## src/hdl/cthp_pkg.sv

```systemverilog
package cthp_pkg;

    // default depth of the queue between classifier and parser
    localparam int QUEUE_DEPTH_DEF = 2;

    // characters with a syntactic role
    localparam logic [7:0] CHAR_NUL    = 8'h00;
    localparam logic [7:0] CHAR_HT     = 8'h09;
    localparam logic [7:0] CHAR_LF     = 8'h0a;
    localparam logic [7:0] CHAR_CR     = 8'h0d;
    localparam logic [7:0] CHAR_SP     = 8'h20;
    localparam logic [7:0] CHAR_SLASH  = 8'h2f;
    localparam logic [7:0] CHAR_SEMI   = 8'h3b;
    localparam logic [7:0] CHAR_EQ     = 8'h3d;
    localparam logic [7:0] CHAR_DQUOTE = 8'h22;
    localparam logic [7:0] CHAR_BSLASH = 8'h5c;

    // character kinds reported with an accepted character
    localparam logic [1:0] KIND_TYPE = 2'd0;
    localparam logic [1:0] KIND_NAME = 2'd1;
    localparam logic [1:0] KIND_VAL  = 2'd2;

    typedef enum logic [3:0] {
        PH_LEAD   = 4'd0,
        PH_TYPE   = 4'd1,
        PH_SUB0   = 4'd2,
        PH_SUB    = 4'd3,
        PH_AFTER  = 4'd4,
        PH_NAME0  = 4'd5,
        PH_NAME   = 4'd6,
        PH_VAL0   = 4'd7,
        PH_VALTOK = 4'd8,
        PH_QUOTED = 4'd9,
        PH_ESC    = 4'd10,
        PH_REJECT = 4'd11
    } cthp_phase_t;

    // character class flags
    typedef struct packed {
        logic token;
        logic lws;
        logic text;
        logic chr;
    } cthp_class_t;

    // one classified byte
    typedef struct packed {
        logic [7:0]  byte_val;
        cthp_class_t cls;
    } cthp_item_t;

    // one result item
    typedef struct packed {
        logic       char_valid;
        logic [1:0] char_kind;
        logic [7:0] char_value;
        logic       type_done;
        logic       attr_done;
        logic       header_end;
        logic       header_ok;
        logic       syntax_error;
    } cthp_result_t;

endpackage

```

## src/hdl/cthp_front.sv

```systemverilog
module cthp_front (
    input  logic               clk,
    input  logic               rst_n,
    input  logic               in_valid,
    output logic               in_ready,
    input  logic [7:0]         char_byte,
    output logic               item_valid,
    input  logic               item_ready,
    output cthp_pkg::cthp_item_t item
);
    import cthp_pkg::*;

    logic        valid_reg;
    logic        valid_next;
    cthp_item_t  item_reg;
    cthp_class_t cls;
    logic        sep;

    // separators excluded from the token class
    always_comb
    begin
        case (char_byte)
            8'h28, 8'h29, 8'h3c, 8'h3e, 8'h40, 8'h2c, 8'h3b, 8'h3a, 8'h5c,
            8'h22, 8'h2f, 8'h5b, 8'h5d, 8'h3f, 8'h3d, 8'h7b, 8'h7d: sep = 1'b1;
            default: sep = 1'b0;
        endcase
    end

    always_comb
    begin
        cls.chr   = ~char_byte[7];
        cls.lws   = (char_byte == CHAR_HT) || (char_byte == CHAR_LF) ||
                    (char_byte == CHAR_CR) || (char_byte == CHAR_SP);
        cls.text  = cls.lws || char_byte[7] ||
                    ((char_byte >= 8'd32) && (char_byte <= 8'd126));
        cls.token = (char_byte >= 8'd33) && (char_byte <= 8'd126) && !sep;
    end

    assign in_ready   = !valid_reg || item_ready;
    assign valid_next = (in_valid && in_ready) || (valid_reg && !item_ready);

    always_ff @(posedge clk or negedge rst_n)
    begin
        if (!rst_n)
        begin
            valid_reg <= 1'b0;
        end
        else
        begin
            valid_reg <= valid_next;
        end
    end

    always_ff @(posedge clk)
    begin
        if (in_valid && in_ready)
        begin
            item_reg.byte_val <= char_byte;
            item_reg.cls      <= cls;
        end
    end

    assign item_valid = valid_reg;
    assign item       = item_reg;

endmodule

```

## src/hdl/cthp_queue.sv

```systemverilog
module cthp_queue #(
    parameter int DEPTH = cthp_pkg::QUEUE_DEPTH_DEF
) (
    input  logic                 clk,
    input  logic                 rst_n,
    input  logic                 push_valid,
    output logic                 push_ready,
    input  cthp_pkg::cthp_item_t push_item,
    output logic                 pop_valid,
    input  logic                 pop_ready,
    output cthp_pkg::cthp_item_t pop_item
);
    import cthp_pkg::*;

    localparam int PW = (DEPTH > 1) ? $clog2(DEPTH) : 1;
    localparam int CW = $clog2(DEPTH + 1);
    localparam logic [PW-1:0] LAST = PW'(DEPTH - 1);
    localparam logic [CW-1:0] FULL = CW'(DEPTH);

    cthp_item_t      mem [DEPTH];
    logic [PW-1:0]   wr_ptr_reg, wr_ptr_next;
    logic [PW-1:0]   rd_ptr_reg, rd_ptr_next;
    logic [CW-1:0]   count_reg, count_next;
    logic            push, pop;

    assign push_ready = (count_reg != FULL);
    assign pop_valid  = (count_reg != '0);
    assign push       = push_valid && push_ready;
    assign pop        = pop_valid && pop_ready;
    assign pop_item   = mem[rd_ptr_reg];

    always_comb
    begin
        wr_ptr_next = wr_ptr_reg;
        rd_ptr_next = rd_ptr_reg;
        count_next  = count_reg;
        if (push)
        begin
            wr_ptr_next = (wr_ptr_reg == LAST) ? '0 : wr_ptr_reg + 1'b1;
        end
        if (pop)
        begin
            rd_ptr_next = (rd_ptr_reg == LAST) ? '0 : rd_ptr_reg + 1'b1;
        end
        if (push && !pop)
        begin
            count_next = count_reg + 1'b1;
        end
        else if (pop && !push)
        begin
            count_next = count_reg - 1'b1;
        end
    end

    always_ff @(posedge clk or negedge rst_n)
    begin
        if (!rst_n)
        begin
            wr_ptr_reg <= '0;
            rd_ptr_reg <= '0;
            count_reg  <= '0;
        end
        else
        begin
            wr_ptr_reg <= wr_ptr_next;
            rd_ptr_reg <= rd_ptr_next;
            count_reg  <= count_next;
        end
    end

    always_ff @(posedge clk)
    begin
        if (push)
        begin
            mem[wr_ptr_reg] <= push_item;
        end
    end

    a_count_range: assert property (@(posedge clk) disable iff (!rst_n)
        count_reg <= FULL)
        else $error("queue count beyond depth");

endmodule

```

## src/hdl/cthp_back.sv

```systemverilog
module cthp_back (
    input  logic                   clk,
    input  logic                   rst_n,
    input  logic                   item_valid,
    output logic                   item_ready,
    input  cthp_pkg::cthp_item_t   item,
    output logic                   res_valid,
    input  logic                   res_ready,
    output cthp_pkg::cthp_result_t res
);
    import cthp_pkg::*;

    cthp_phase_t  phase_reg, phase_next;
    cthp_result_t res_reg, res_next;
    logic         valid_reg, valid_next;
    logic         pop;
    logic [7:0]   b;
    cthp_class_t  c;
    logic         is_nul;

    assign b      = item.byte_val;
    assign c      = item.cls;
    assign is_nul = (b == CHAR_NUL);

    assign item_ready = !valid_reg || res_ready;
    assign pop        = item_valid && item_ready;
    assign valid_next = pop || (valid_reg && !res_ready);

    // next phase
    always_comb
    begin
        phase_next = phase_reg;
        case (phase_reg)
            PH_LEAD:
            begin
                if (c.lws)        phase_next = PH_LEAD;
                else if (c.token) phase_next = PH_TYPE;
                else              phase_next = is_nul ? PH_LEAD : PH_REJECT;
            end
            PH_TYPE:
            begin
                if (c.token)                phase_next = PH_TYPE;
                else if (b == CHAR_SLASH)   phase_next = PH_SUB0;
                else                        phase_next = is_nul ? PH_LEAD : PH_REJECT;
            end
            PH_SUB0:
            begin
                if (c.token) phase_next = PH_SUB;
                else         phase_next = is_nul ? PH_LEAD : PH_REJECT;
            end
            PH_SUB, PH_VALTOK, PH_AFTER:
            begin
                if (c.token && phase_reg != PH_AFTER) phase_next = phase_reg;
                else if (c.lws)                       phase_next = PH_AFTER;
                else if (is_nul)                      phase_next = PH_LEAD;
                else if (b == CHAR_SEMI)              phase_next = PH_NAME0;
                else                                  phase_next = PH_REJECT;
            end
            PH_NAME0:
            begin
                if (c.lws)        phase_next = PH_NAME0;
                else if (c.token) phase_next = PH_NAME;
                else              phase_next = is_nul ? PH_LEAD : PH_REJECT;
            end
            PH_NAME:
            begin
                if (c.token)          phase_next = PH_NAME;
                else if (b == CHAR_EQ) phase_next = PH_VAL0;
                else                  phase_next = is_nul ? PH_LEAD : PH_REJECT;
            end
            PH_VAL0:
            begin
                if (b == CHAR_DQUOTE) phase_next = PH_QUOTED;
                else if (c.token)     phase_next = PH_VALTOK;
                else                  phase_next = is_nul ? PH_LEAD : PH_REJECT;
            end
            PH_QUOTED:
            begin
                if (b == CHAR_DQUOTE)      phase_next = PH_AFTER;
                else if (b == CHAR_BSLASH) phase_next = PH_ESC;
                else if (c.text)           phase_next = PH_QUOTED;
                else                       phase_next = is_nul ? PH_LEAD : PH_REJECT;
            end
            PH_ESC:
            begin
                if (!is_nul && c.chr) phase_next = PH_QUOTED;
                else                  phase_next = is_nul ? PH_LEAD : PH_REJECT;
            end
            default:
            begin
                phase_next = is_nul ? PH_LEAD : PH_REJECT;
            end
        endcase
    end

    // result of this byte
    always_comb
    begin
        res_next = '0;
        case (phase_reg)
            PH_LEAD:
            begin
                if (c.lws)
                begin
                end
                else if (c.token)
                begin
                    res_next.char_valid = 1'b1;
                    res_next.char_kind  = KIND_TYPE;
                    res_next.char_value = b;
                end
                else
                begin
                    res_next.syntax_error = 1'b1;
                    res_next.header_end   = is_nul;
                end
            end
            PH_TYPE, PH_SUB0:
            begin
                if (c.token || (phase_reg == PH_TYPE && b == CHAR_SLASH))
                begin
                    res_next.char_valid = 1'b1;
                    res_next.char_kind  = KIND_TYPE;
                    res_next.char_value = b;
                end
                else
                begin
                    res_next.syntax_error = 1'b1;
                    res_next.header_end   = is_nul;
                end
            end
            PH_SUB, PH_VALTOK, PH_AFTER:
            begin
                if (c.token && phase_reg != PH_AFTER)
                begin
                    res_next.char_valid = 1'b1;
                    res_next.char_kind  = (phase_reg == PH_SUB) ? KIND_TYPE : KIND_VAL;
                    res_next.char_value = b;
                end
                else
                begin
                    // token ends here, byte then judged as separator
                    res_next.type_done = (phase_reg == PH_SUB);
                    res_next.attr_done = (phase_reg == PH_VALTOK);
                    if (c.lws || b == CHAR_SEMI)
                    begin
                    end
                    else if (is_nul)
                    begin
                        res_next.header_end = 1'b1;
                        res_next.header_ok  = 1'b1;
                    end
                    else
                    begin
                        res_next.syntax_error = 1'b1;
                    end
                end
            end
            PH_NAME0, PH_NAME:
            begin
                if (c.token)
                begin
                    res_next.char_valid = 1'b1;
                    res_next.char_kind  = KIND_NAME;
                    res_next.char_value = b;
                end
                else if ((phase_reg == PH_NAME0 && c.lws) ||
                         (phase_reg == PH_NAME && b == CHAR_EQ))
                begin
                end
                else
                begin
                    res_next.syntax_error = 1'b1;
                    res_next.header_end   = is_nul;
                end
            end
            PH_VAL0:
            begin
                if (b == CHAR_DQUOTE)
                begin
                end
                else if (c.token)
                begin
                    res_next.char_valid = 1'b1;
                    res_next.char_kind  = KIND_VAL;
                    res_next.char_value = b;
                end
                else
                begin
                    res_next.syntax_error = 1'b1;
                    res_next.header_end   = is_nul;
                end
            end
            PH_QUOTED:
            begin
                if (b == CHAR_DQUOTE)
                begin
                    res_next.attr_done = 1'b1;
                end
                else if (b == CHAR_BSLASH)
                begin
                end
                else if (c.text)
                begin
                    res_next.char_valid = 1'b1;
                    res_next.char_kind  = KIND_VAL;
                    res_next.char_value = b;
                end
                else
                begin
                    res_next.syntax_error = 1'b1;
                    res_next.header_end   = is_nul;
                end
            end
            PH_ESC:
            begin
                if (!is_nul && c.chr)
                begin
                    res_next.char_valid = 1'b1;
                    res_next.char_kind  = KIND_VAL;
                    res_next.char_value = b;
                end
                else
                begin
                    res_next.syntax_error = 1'b1;
                    res_next.header_end   = is_nul;
                end
            end
            default:
            begin
                // rejected header: silent until the terminating zero
                res_next.header_end = is_nul;
            end
        endcase
    end

    always_ff @(posedge clk or negedge rst_n)
    begin
        if (!rst_n)
        begin
            phase_reg <= PH_LEAD;
            valid_reg <= 1'b0;
        end
        else
        begin
            valid_reg <= valid_next;
            if (pop)
            begin
                phase_reg <= phase_next;
            end
        end
    end

    always_ff @(posedge clk)
    begin
        if (pop)
        begin
            res_reg <= res_next;
        end
    end

    assign res_valid = valid_reg;
    assign res       = res_reg;

    a_ok_needs_end: assert property (@(posedge clk) disable iff (!rst_n)
        valid_reg && res_reg.header_ok |-> res_reg.header_end)
        else $error("header_ok without header_end");

    a_end_restarts: assert property (@(posedge clk) disable iff (!rst_n)
        valid_reg && res_reg.header_end |-> phase_reg == PH_LEAD)
        else $error("parser did not restart after header end");

    a_err_rejects: assert property (@(posedge clk) disable iff (!rst_n)
        valid_reg && res_reg.syntax_error && !res_reg.header_end
        |-> phase_reg == PH_REJECT)
        else $error("syntax error did not enter reject phase");

    a_kind_zero: assert property (@(posedge clk) disable iff (!rst_n)
        valid_reg && !res_reg.char_valid
        |-> res_reg.char_kind == KIND_TYPE && res_reg.char_value == CHAR_NUL)
        else $error("char fields set without char_valid");

endmodule

```

## src/hdl/content_type_header_parser.sv

```systemverilog
// content-type header parser, one header byte per item
//
// input channel: in_valid/in_ready carry char_byte; a zero byte ends the header
// output channel: out_valid/out_ready carry one result item per input item:
//   char_valid/char_kind/char_value, type_done, attr_done, header_end,
//   header_ok and syntax_error
// structure: a classifier stage registers each byte with its token, lws, text
//   and char flags, a short queue follows, and the parser state machine pops
//   the queue and fills the output register
// path: an accepted byte passes the classifier register, the queue and the
//   output register before its result shows on out_valid
// throughput: one item per cycle while out_ready is high; the parser phase is
//   updated once per popped byte, which sets that rate
// stall: while out_ready is low the output register holds, the queue fills,
//   then in_ready drops; accept resumes the cycle after out_ready rises
// reset: all stages empty, parser back in the leading whitespace phase
// after a syntax error all bytes up to the zero byte give an all-zero result,
//   the zero byte then reports a rejected header and the parser restarts
module content_type_header_parser #(
    parameter int QUEUE_DEPTH = cthp_pkg::QUEUE_DEPTH_DEF
) (
    input  logic       clk,
    input  logic       rst_n,
    input  logic       in_valid,
    output logic       in_ready,
    input  logic [7:0] char_byte,
    output logic       out_valid,
    input  logic       out_ready,
    output logic       char_valid,
    output logic [1:0] char_kind,
    output logic [7:0] char_value,
    output logic       type_done,
    output logic       attr_done,
    output logic       header_end,
    output logic       header_ok,
    output logic       syntax_error
);
    import cthp_pkg::*;

    // classifier to queue
    logic         f_valid;
    logic         f_ready;
    cthp_item_t   f_item;

    // queue to parser
    logic         q_valid;
    logic         q_ready;
    cthp_item_t   q_item;

    cthp_result_t res;

    cthp_front u_front (
        .clk        (clk),
        .rst_n      (rst_n),
        .in_valid   (in_valid),
        .in_ready   (in_ready),
        .char_byte  (char_byte),
        .item_valid (f_valid),
        .item_ready (f_ready),
        .item       (f_item)
    );

    cthp_queue #(
        .DEPTH (QUEUE_DEPTH)
    ) u_queue (
        .clk        (clk),
        .rst_n      (rst_n),
        .push_valid (f_valid),
        .push_ready (f_ready),
        .push_item  (f_item),
        .pop_valid  (q_valid),
        .pop_ready  (q_ready),
        .pop_item   (q_item)
    );

    cthp_back u_back (
        .clk        (clk),
        .rst_n      (rst_n),
        .item_valid (q_valid),
        .item_ready (q_ready),
        .item       (q_item),
        .res_valid  (out_valid),
        .res_ready  (out_ready),
        .res        (res)
    );

    // result fields straight from the output register
    assign char_valid   = res.char_valid;
    assign char_kind    = res.char_kind;
    assign char_value   = res.char_value;
    assign type_done    = res.type_done;
    assign attr_done    = res.attr_done;
    assign header_end   = res.header_end;
    assign header_ok    = res.header_ok;
    assign syntax_error = res.syntax_error;

endmodule
```

## config.mk

```make
export PLATFORM = sky130hd
export DESIGN_NAME = content_type_header_parser
export DESIGN_NICKNAME = d
export VERILOG_FILES = /design/src/hdl/cthp_pkg.sv /design/src/hdl/cthp_front.sv /design/src/hdl/cthp_queue.sv /design/src/hdl/cthp_back.sv /design/src/hdl/content_type_header_parser.sv
export SDC_FILE = /design/constraint.sdc
export NUM_CORES = 1
export LEC_CHECK = 0
export BUFFER_PORTS_ARGS = -buffer_cell sky130_fd_sc_hd__buf_2
export CELL_PAD_IN_SITES_DETAIL_PLACEMENT = 1
export CELL_PAD_IN_SITES_GLOBAL_PLACEMENT = 1
export CORE_ASPECT_RATIO = 2
export CORE_UTILIZATION = 45
export CTS_CLUSTER_SIZE = 16
export DETAILED_ROUTE_END_ITERATION = 8
export PLACE_DENSITY_LB_ADDON = 0.08
export SLEW_MARGIN = 5
export SYNTH_ARGS = -nofsm -noshare
export SYNTH_HDL_FRONTEND = slang
export SYNTH_HIERARCHICAL = 1
export SYNTH_SLANG_ARGS = --single-unit
```

## constraint.sdc

```tcl
create_clock -name clk -period 3.45 [get_ports clk]
set_clock_uncertainty 0.1 [all_clocks]
set_input_delay 0.1725 -clock clk [delete_from_list [all_inputs] [get_ports clk]]
set_output_delay 0.1725 -clock clk [all_outputs]
set_load 0.005 [all_outputs]
```

==> Yosys cells after proc, flatten, opt, wreduce, memory -nomap -nowiden <==
Memories as Yosys holds them, arrays and structs flattened.
Cells that the tools add are included.
{ "word_totals": {"reg_bits": 38, "ramBits": 24, "output_inout_bits": 18, "wordCells": 183, "memories": 1} }
{ "mem_list": {"columns": ["name", "depth", "word_bits", "rd", "rd_clocked_by_memory_dff", "write_ports", "line", "text"], "rows": [
  ["u_queue.mem", 2, 12, 1, 0, 1, "cthp_queue.sv:20", "cthp_item_t mem [DEPTH];"]
]} }
{ "op_classes": {"addsub": 4, "magnitude_cmp": 3, "eq_ne": 39, "n_mux": 69, "n_bitwise": 2, "reduce_logical": 46} }
{ "op_table": {"columns": ["operator", "count"], "rows": [
  ["equality test 8 x 6 -> 1 bit, second input constant", 16],
  ["two-way mux 11 bit", 11],
  ["two-way mux 4 bit", 21],
  ["one-hot mux 11 bit (7 select lines)", 1],
  ["equality test 8 x 7 -> 1 bit, second input constant", 7],
  ["one-hot mux 4 bit (9 select lines)", 1],
  ["two-way mux 1 bit", 27],
  ["equality test 8 x 4 -> 1 bit, second input constant", 3],
  ["OR reduction 17 bit", 1],
  ["equality test 4 x 3 -> 1 bit, second input constant", 4],
  [">= comparator 8 x 6 -> 1 bit, second input constant", 2],
  ["logical AND 1 bit", 15],
  ["one-hot mux 1 bit (7 select lines)", 2],
  ["equality test 4 bit, second input constant", 3],
  ["logical OR 1 bit", 12],
  ["equality test 4 x 2 -> 1 bit, second input constant", 2],
  ["less-or-equal comparator 8 x 7 -> 1 bit, second input constant", 1],
  ["zero test 1 bit", 8],
  ["zero test 8 bit", 1],
  ["two-way mux 2 bit", 4],
  ["OR reduction 2 bit", 3],
  ["OR reduction 3 bit", 2],
  ["equality test 4 x 1 -> 1 bit, second input constant", 1],
  ["zero test 4 bit", 1],
  ["other kinds (10)", 14]
]} }

==> Longest topological paths before layout <==
An unclocked memory read counts as a cell.
{ "depth": {"depth_word": 7, "depth_mapped": 8, "mapped_depth_nobuf": 7} }

==> Modules after synthesis <==
The synthesis kept the hierarchy.
{ "by_module_without_submodules": {"columns": ["mod", "n_inst", "cells_each", "area_each_um2", "seq_area_each_um2"], "rows": [
  ["cthp_back", 1, 177, 1571.5, 605.6],
  ["cthp_queue", 1, 55, 1078.5, 820.8],
  ["cthp_front", 1, 57, 678.2, 385.4]
]} }

==> Worst setup path before layout <==
Ideal clock, no wire load.
{ "synth_path": {"path_type": "flip-flop to flip-flop", "from": "register u_queue.rd_ptr_reg", "to": "register u_back.res_reg, in the netlist u_back/res[11], data pin", "setup_time_ps": 266, "arrival_time_ps": 2380, "slack_ps": 705, "stages_incl_launch_ff": 9, "path_buffers": 2, "period_less_slack_ps": 2745, "path_cell_list": "dfrtp_1 -> buf_6 -> mux2_2 -> or4b_1 -> buf_2 -> o21a_1 -> a32o_1 -> a211oi_4 -> nor2b_1"} }
{ "synth_lines": {"columns": ["element", "line", "text"], "rows": [
  ["start: declaration", "cthp_queue.sv:22", "logic [PW-1:0] rd_ptr_reg, rd_ptr_next;"],
  ["start signal: assignment", "cthp_queue.sv:66", "rd_ptr_reg <= rd_ptr_next;"],
  ["end signal: assignment", "cthp_back.sv:258", "res_reg <= res_next;"],
  ["end: declaration", "cthp_back.sv:14", "cthp_result_t res_reg, res_next;"]
]} }

==> qor.tcl <==
set qor(hold_path_class) {in2reg}
set qor(layout_worst_path_cycle_share_pct) 94.9
set qor(synth-compound-area-share_pct) 15.8
set qor(synth-adder-area-share_pct) 0.376
set qor(antenna_left) 0
set qor(num-fill-cells) 760
set qor(synth_seq_cells) 62
set qor(routed-via-count) 2449
set qor(clock_tree.htree_level_count) 3
set qor(drc) 0
set qor(avg_vias_per_cell) 5.93
set qor(final_layout_size_suffix_gt1_share_pct) 21.8
set qor(static-leakage-power_uw) 0.00138
set qor(clockBufferDepth) 2
set qor(die_h_um) 124
set qor(numClockSinks) 62
set qor(multi_input_comb_area_mm2) 0.00138
set qor(largest_register_ff_count) 24
set qor(postSynthAreaPerCell_um2) 11.5
set qor(largest_net_degree_at_the_start_of_global_routing) 24
set qor(synth-edff-count) 52
set qor(post_synthesis_net_count) 302
set qor(antenna_cells_inserted) 0
set qor(fin_tns_setup_ns) 0
set qor(area_enclosed_by_the_die_boundary_mm2) 0.00776
set qor(boundaryPins) 30
set qor(grt_setup_unrepaired) {no}
set qor(avgRoutedWirePerCell_um) 20.0
set qor(maxSlewViolCount) 0
set qor(clock-root-buffer) {sky130_fd_sc_hd__clkbuf_16}
set qor(highest_count_cells_in_the_layout_ignoring_fill_and_taps) {sky130_fd_sc_hd__edfxtp_1, sky130_fd_sc_hd__buf_2, sky130_fd_sc_hd__nor2_1}
set qor(synth_xor_area_share_pct) 1.84
set qor(final-seq-area_mm2) 0.00181
set qor(grt_total_usage_pct) 23.2
set qor(place.port_buffers) 29
set qor(crit_path_max_fanout) 9
set qor(dp_worst_setup_slack_ns) 0.229
set qor(simple_gate_fraction_of_synth_area_pct) 18.5
set qor(critical_path_arrival_ns) 3.21
set qor(hpwlAfterDp_um) 6260
set qor(fmax_mhz) 306
set qor(layout_overhead_on_the_synthesized_area_pct) 15.1
set qor(die_width_um) 62.8
set qor(ys_flop_type) {sky130_fd_sc_hd__edfxtp_1}
set qor(ys_seq_area_share_pct) 54.4
set qor(period_minus_slack_ns) 3.27
set qor(finalSetupViolCount) 0
set qor(cts_buffers) 9
set qor(synth.yosys.warnings) 6
set qor(layout.cells.most_common) {sky130_fd_sc_hd__edfxtp_1}
set qor(layout.cell_area.non_filler_mm2) 0.00383
set qor(cellPowerDensity_mw_per_mm2) 937
set qor(worst_slew_margin_rel_pct) 31.7
set qor(yosys-mux-area-fraction_pct) 5.00
set qor(initialDrtViolationCount) 110
set qor(hold_viol) 0
set qor(antenna_found_initial) 0
set qor(final_net_count) 329
set qor(worstSkewPairLatency_ns) 0.33
set qor(routabilityCongestion) 0.858
set qor(postPlaceCellArea_mm2) 0.00352
set qor(postRouteWirelength_um) 8280
set qor(syn_area_mm2) 0.00333
set qor(initial_utilization_pct) 46.1
set qor(tightest_slew_ns) 1.02
set qor(drt_pre_antenna_iters) 4
set qor(tritoncts) {done}
set qor(cp-end-kind) {flip-flop}
set qor(rows) 44
set qor(global_route_wire_length_before_repair_um) 13000
set qor(worstPathRequired_ns) 3.39
set qor(async_reset_ff_share_pct) 16.1
set qor(clk_pin_slew_worst_setup_hold_paths_ns) 0.05
set qor(globalRouteOverflowTotal) 0
set qor(post-cts-setup-buffers) 0
set qor(post_synth_num_cell_types) 69
set qor(worst_slack_ns) 0.177
set qor(timing_worst_setup_path_type) {reg2reg}
set qor(coreArea_mm2) 0.00721
set qor(worst_ir_drop_vdd_mv) 0.524
set qor(cap_viol_max_count) 0
set qor(number_of_global_route_vias_before_repair) 2621
set qor(cp-start-kind) {flip-flop}
set qor(syn-instance-count) 289
set qor(main_combinational_cell_family_by_area_after_synthesis) {simple AND/OR/NAND/NOR gates}
set qor(run_status) {completed}
==> cell type report <==
cell class / instances / area share (%)
Multi-Input combinational cell: 198 / 36.1
Timing Repair Buffer: 37 / 5.62
Sequential cell: 62 / 47.3
Clock inverter: 7 / 1.31
Inverter: 8 / 0.784
Tap cell: 92 / 3.00
Clock buffer: 9 / 5.88
==> path summary, 6_finish.rpt <==
path | start | endpoint | slack (ns) | cells past startpoint
max | u_queue/rd_ptr_reg$_DFFE_PN0P_ | u_back/res[0]$_DFFE_PP_ | 0.18 | 6
min | char_byte[3] | u_front/item[7]$_DFFE_PP_ | 0.06 | 1
max reg2reg | u_queue/rd_ptr_reg$_DFFE_PN0P_ | u_back/res[0]$_DFFE_PP_ | 0.18 | 6
min reg2reg | u_front/item[7]$_DFFE_PP_ | u_queue/mem[1][7]$_DFFE_PP_ | 0.34 | 0
max in group asynchronous | rst_n | u_queue/rd_ptr_reg$_DFFE_PN0P_ | 2.88 | 2
min in group asynchronous | rst_n | u_back/phase_reg[3]$_DFFE_PN0P_ | 0.15 | 2
==> metrics by stage <==
stage / hold WS [ns] / util, % / instances / power [µW]
after global placement: -0.0325 / 48.8 / 393 / 2750
after floorplan: -0.223 / - / 289 / 2340
after CTS: 0.000431 / 53.0 / 412 / 3620
after detailed placement: -0.0328 / 48.8 / 393 / 2790
after global routing: 0.0646 / 53.1 / 413 / 3810
final: 0.0605 / 53.1 / 413 / 3590
==> metal layers <==
metal  vias to the layer above  global-route usage [%]  share of wire [%]
met5                         -                       0                  0
met4                         0                    18.3                6.6
met3                        37                    4.67                2.3
met2                        56                    46.5                 59
met1                      1210                    18.6                 32
li1                       1146                       -                  -
==> kinds of logic after synthesis <==
group | count (synthesis)
compound gates | 71
xor+xnor | 7
fa+ha+maj | 1
buf+inv | 29
flops | 62
mux | 15
simple gates | 104
==> synth_stat cells, types with 2 or more instances <==
master,n,area (µm²)
sky130_fd_sc_hd__nand2_1,10,37.5
sky130_fd_sc_hd__o32a_1,2,20.0
sky130_fd_sc_hd__edfxtp_1,52,1560
sky130_fd_sc_hd__o41ai_1,2,17.5
sky130_fd_sc_hd__inv_1,8,30.0
sky130_fd_sc_hd__nor2b_1,16,100
sky130_fd_sc_hd__o22ai_1,3,18.8
sky130_fd_sc_hd__nor3_1,6,30.0
sky130_fd_sc_hd__nor4_1,3,18.8
sky130_fd_sc_hd__buf_2,3,15.0
sky130_fd_sc_hd__xor2_1,2,17.5
sky130_fd_sc_hd__o22a_1,2,17.5
sky130_fd_sc_hd__a22oi_1,2,15.0
sky130_fd_sc_hd__mux2i_1,2,20.0
sky130_fd_sc_hd__nand2b_1,12,75.1
sky130_fd_sc_hd__a211oi_1,2,15.0
sky130_fd_sc_hd__nand3_1,6,30.0
sky130_fd_sc_hd__or2_1,2,12.5
sky130_fd_sc_hd__a221oi_1,3,26.3
sky130_fd_sc_hd__or4b_1,2,20.0
sky130_fd_sc_hd__and2_1,5,31.3
sky130_fd_sc_hd__dfrtp_1,10,250
sky130_fd_sc_hd__nand3b_1,2,15.0
sky130_fd_sc_hd__clkbuf_1,14,52.6
sky130_fd_sc_hd__nand4b_1,2,17.5
sky130_fd_sc_hd__nor3b_1,4,30.0
sky130_fd_sc_hd__o211ai_1,2,15.0
sky130_fd_sc_hd__buf_6,2,22.5
sky130_fd_sc_hd__a222oi_1,3,30.0
sky130_fd_sc_hd__mux2_2,12,135
sky130_fd_sc_hd__o21ai_0,12,60.1
sky130_fd_sc_hd__xnor2_1,5,43.8
sky130_fd_sc_hd__nand4_1,2,12.5
sky130_fd_sc_hd__a21oi_1,14,70.1
sky130_fd_sc_hd__o31ai_1,3,22.5
sky130_fd_sc_hd__o21ai_1,4,20.0
sky130_fd_sc_hd__nor2_1,21,78.8
==> worst max-delay path, cell delays in order (launching register included) <==
cell	delay, ns
sky130_fd_sc_hd__dfrtp_1	0.55
sky130_fd_sc_hd__mux2_2	0.42
sky130_fd_sc_hd__or4b_1	0.68
sky130_fd_sc_hd__o211ai_2	0.30
sky130_fd_sc_hd__nor2_1	0.18
sky130_fd_sc_hd__a221oi_1	0.56
sky130_fd_sc_hd__o211ai_1	0.19
==> report_power, final <==
group / switching, µW / internal (µW) / total (µW)
clock: 329 / 485 / 814
combinational: 840 / 583 / 1420
sequential: 209 / 1140 / 1350
==> what timing repair did <==
item                                   CTS  global route
setup endpoints to repair                0             0
endpoints found under the hold margin   12             1
resized for setup                        0             0
hold buffers                             3             1
Power figures use the tool's default switching activity.
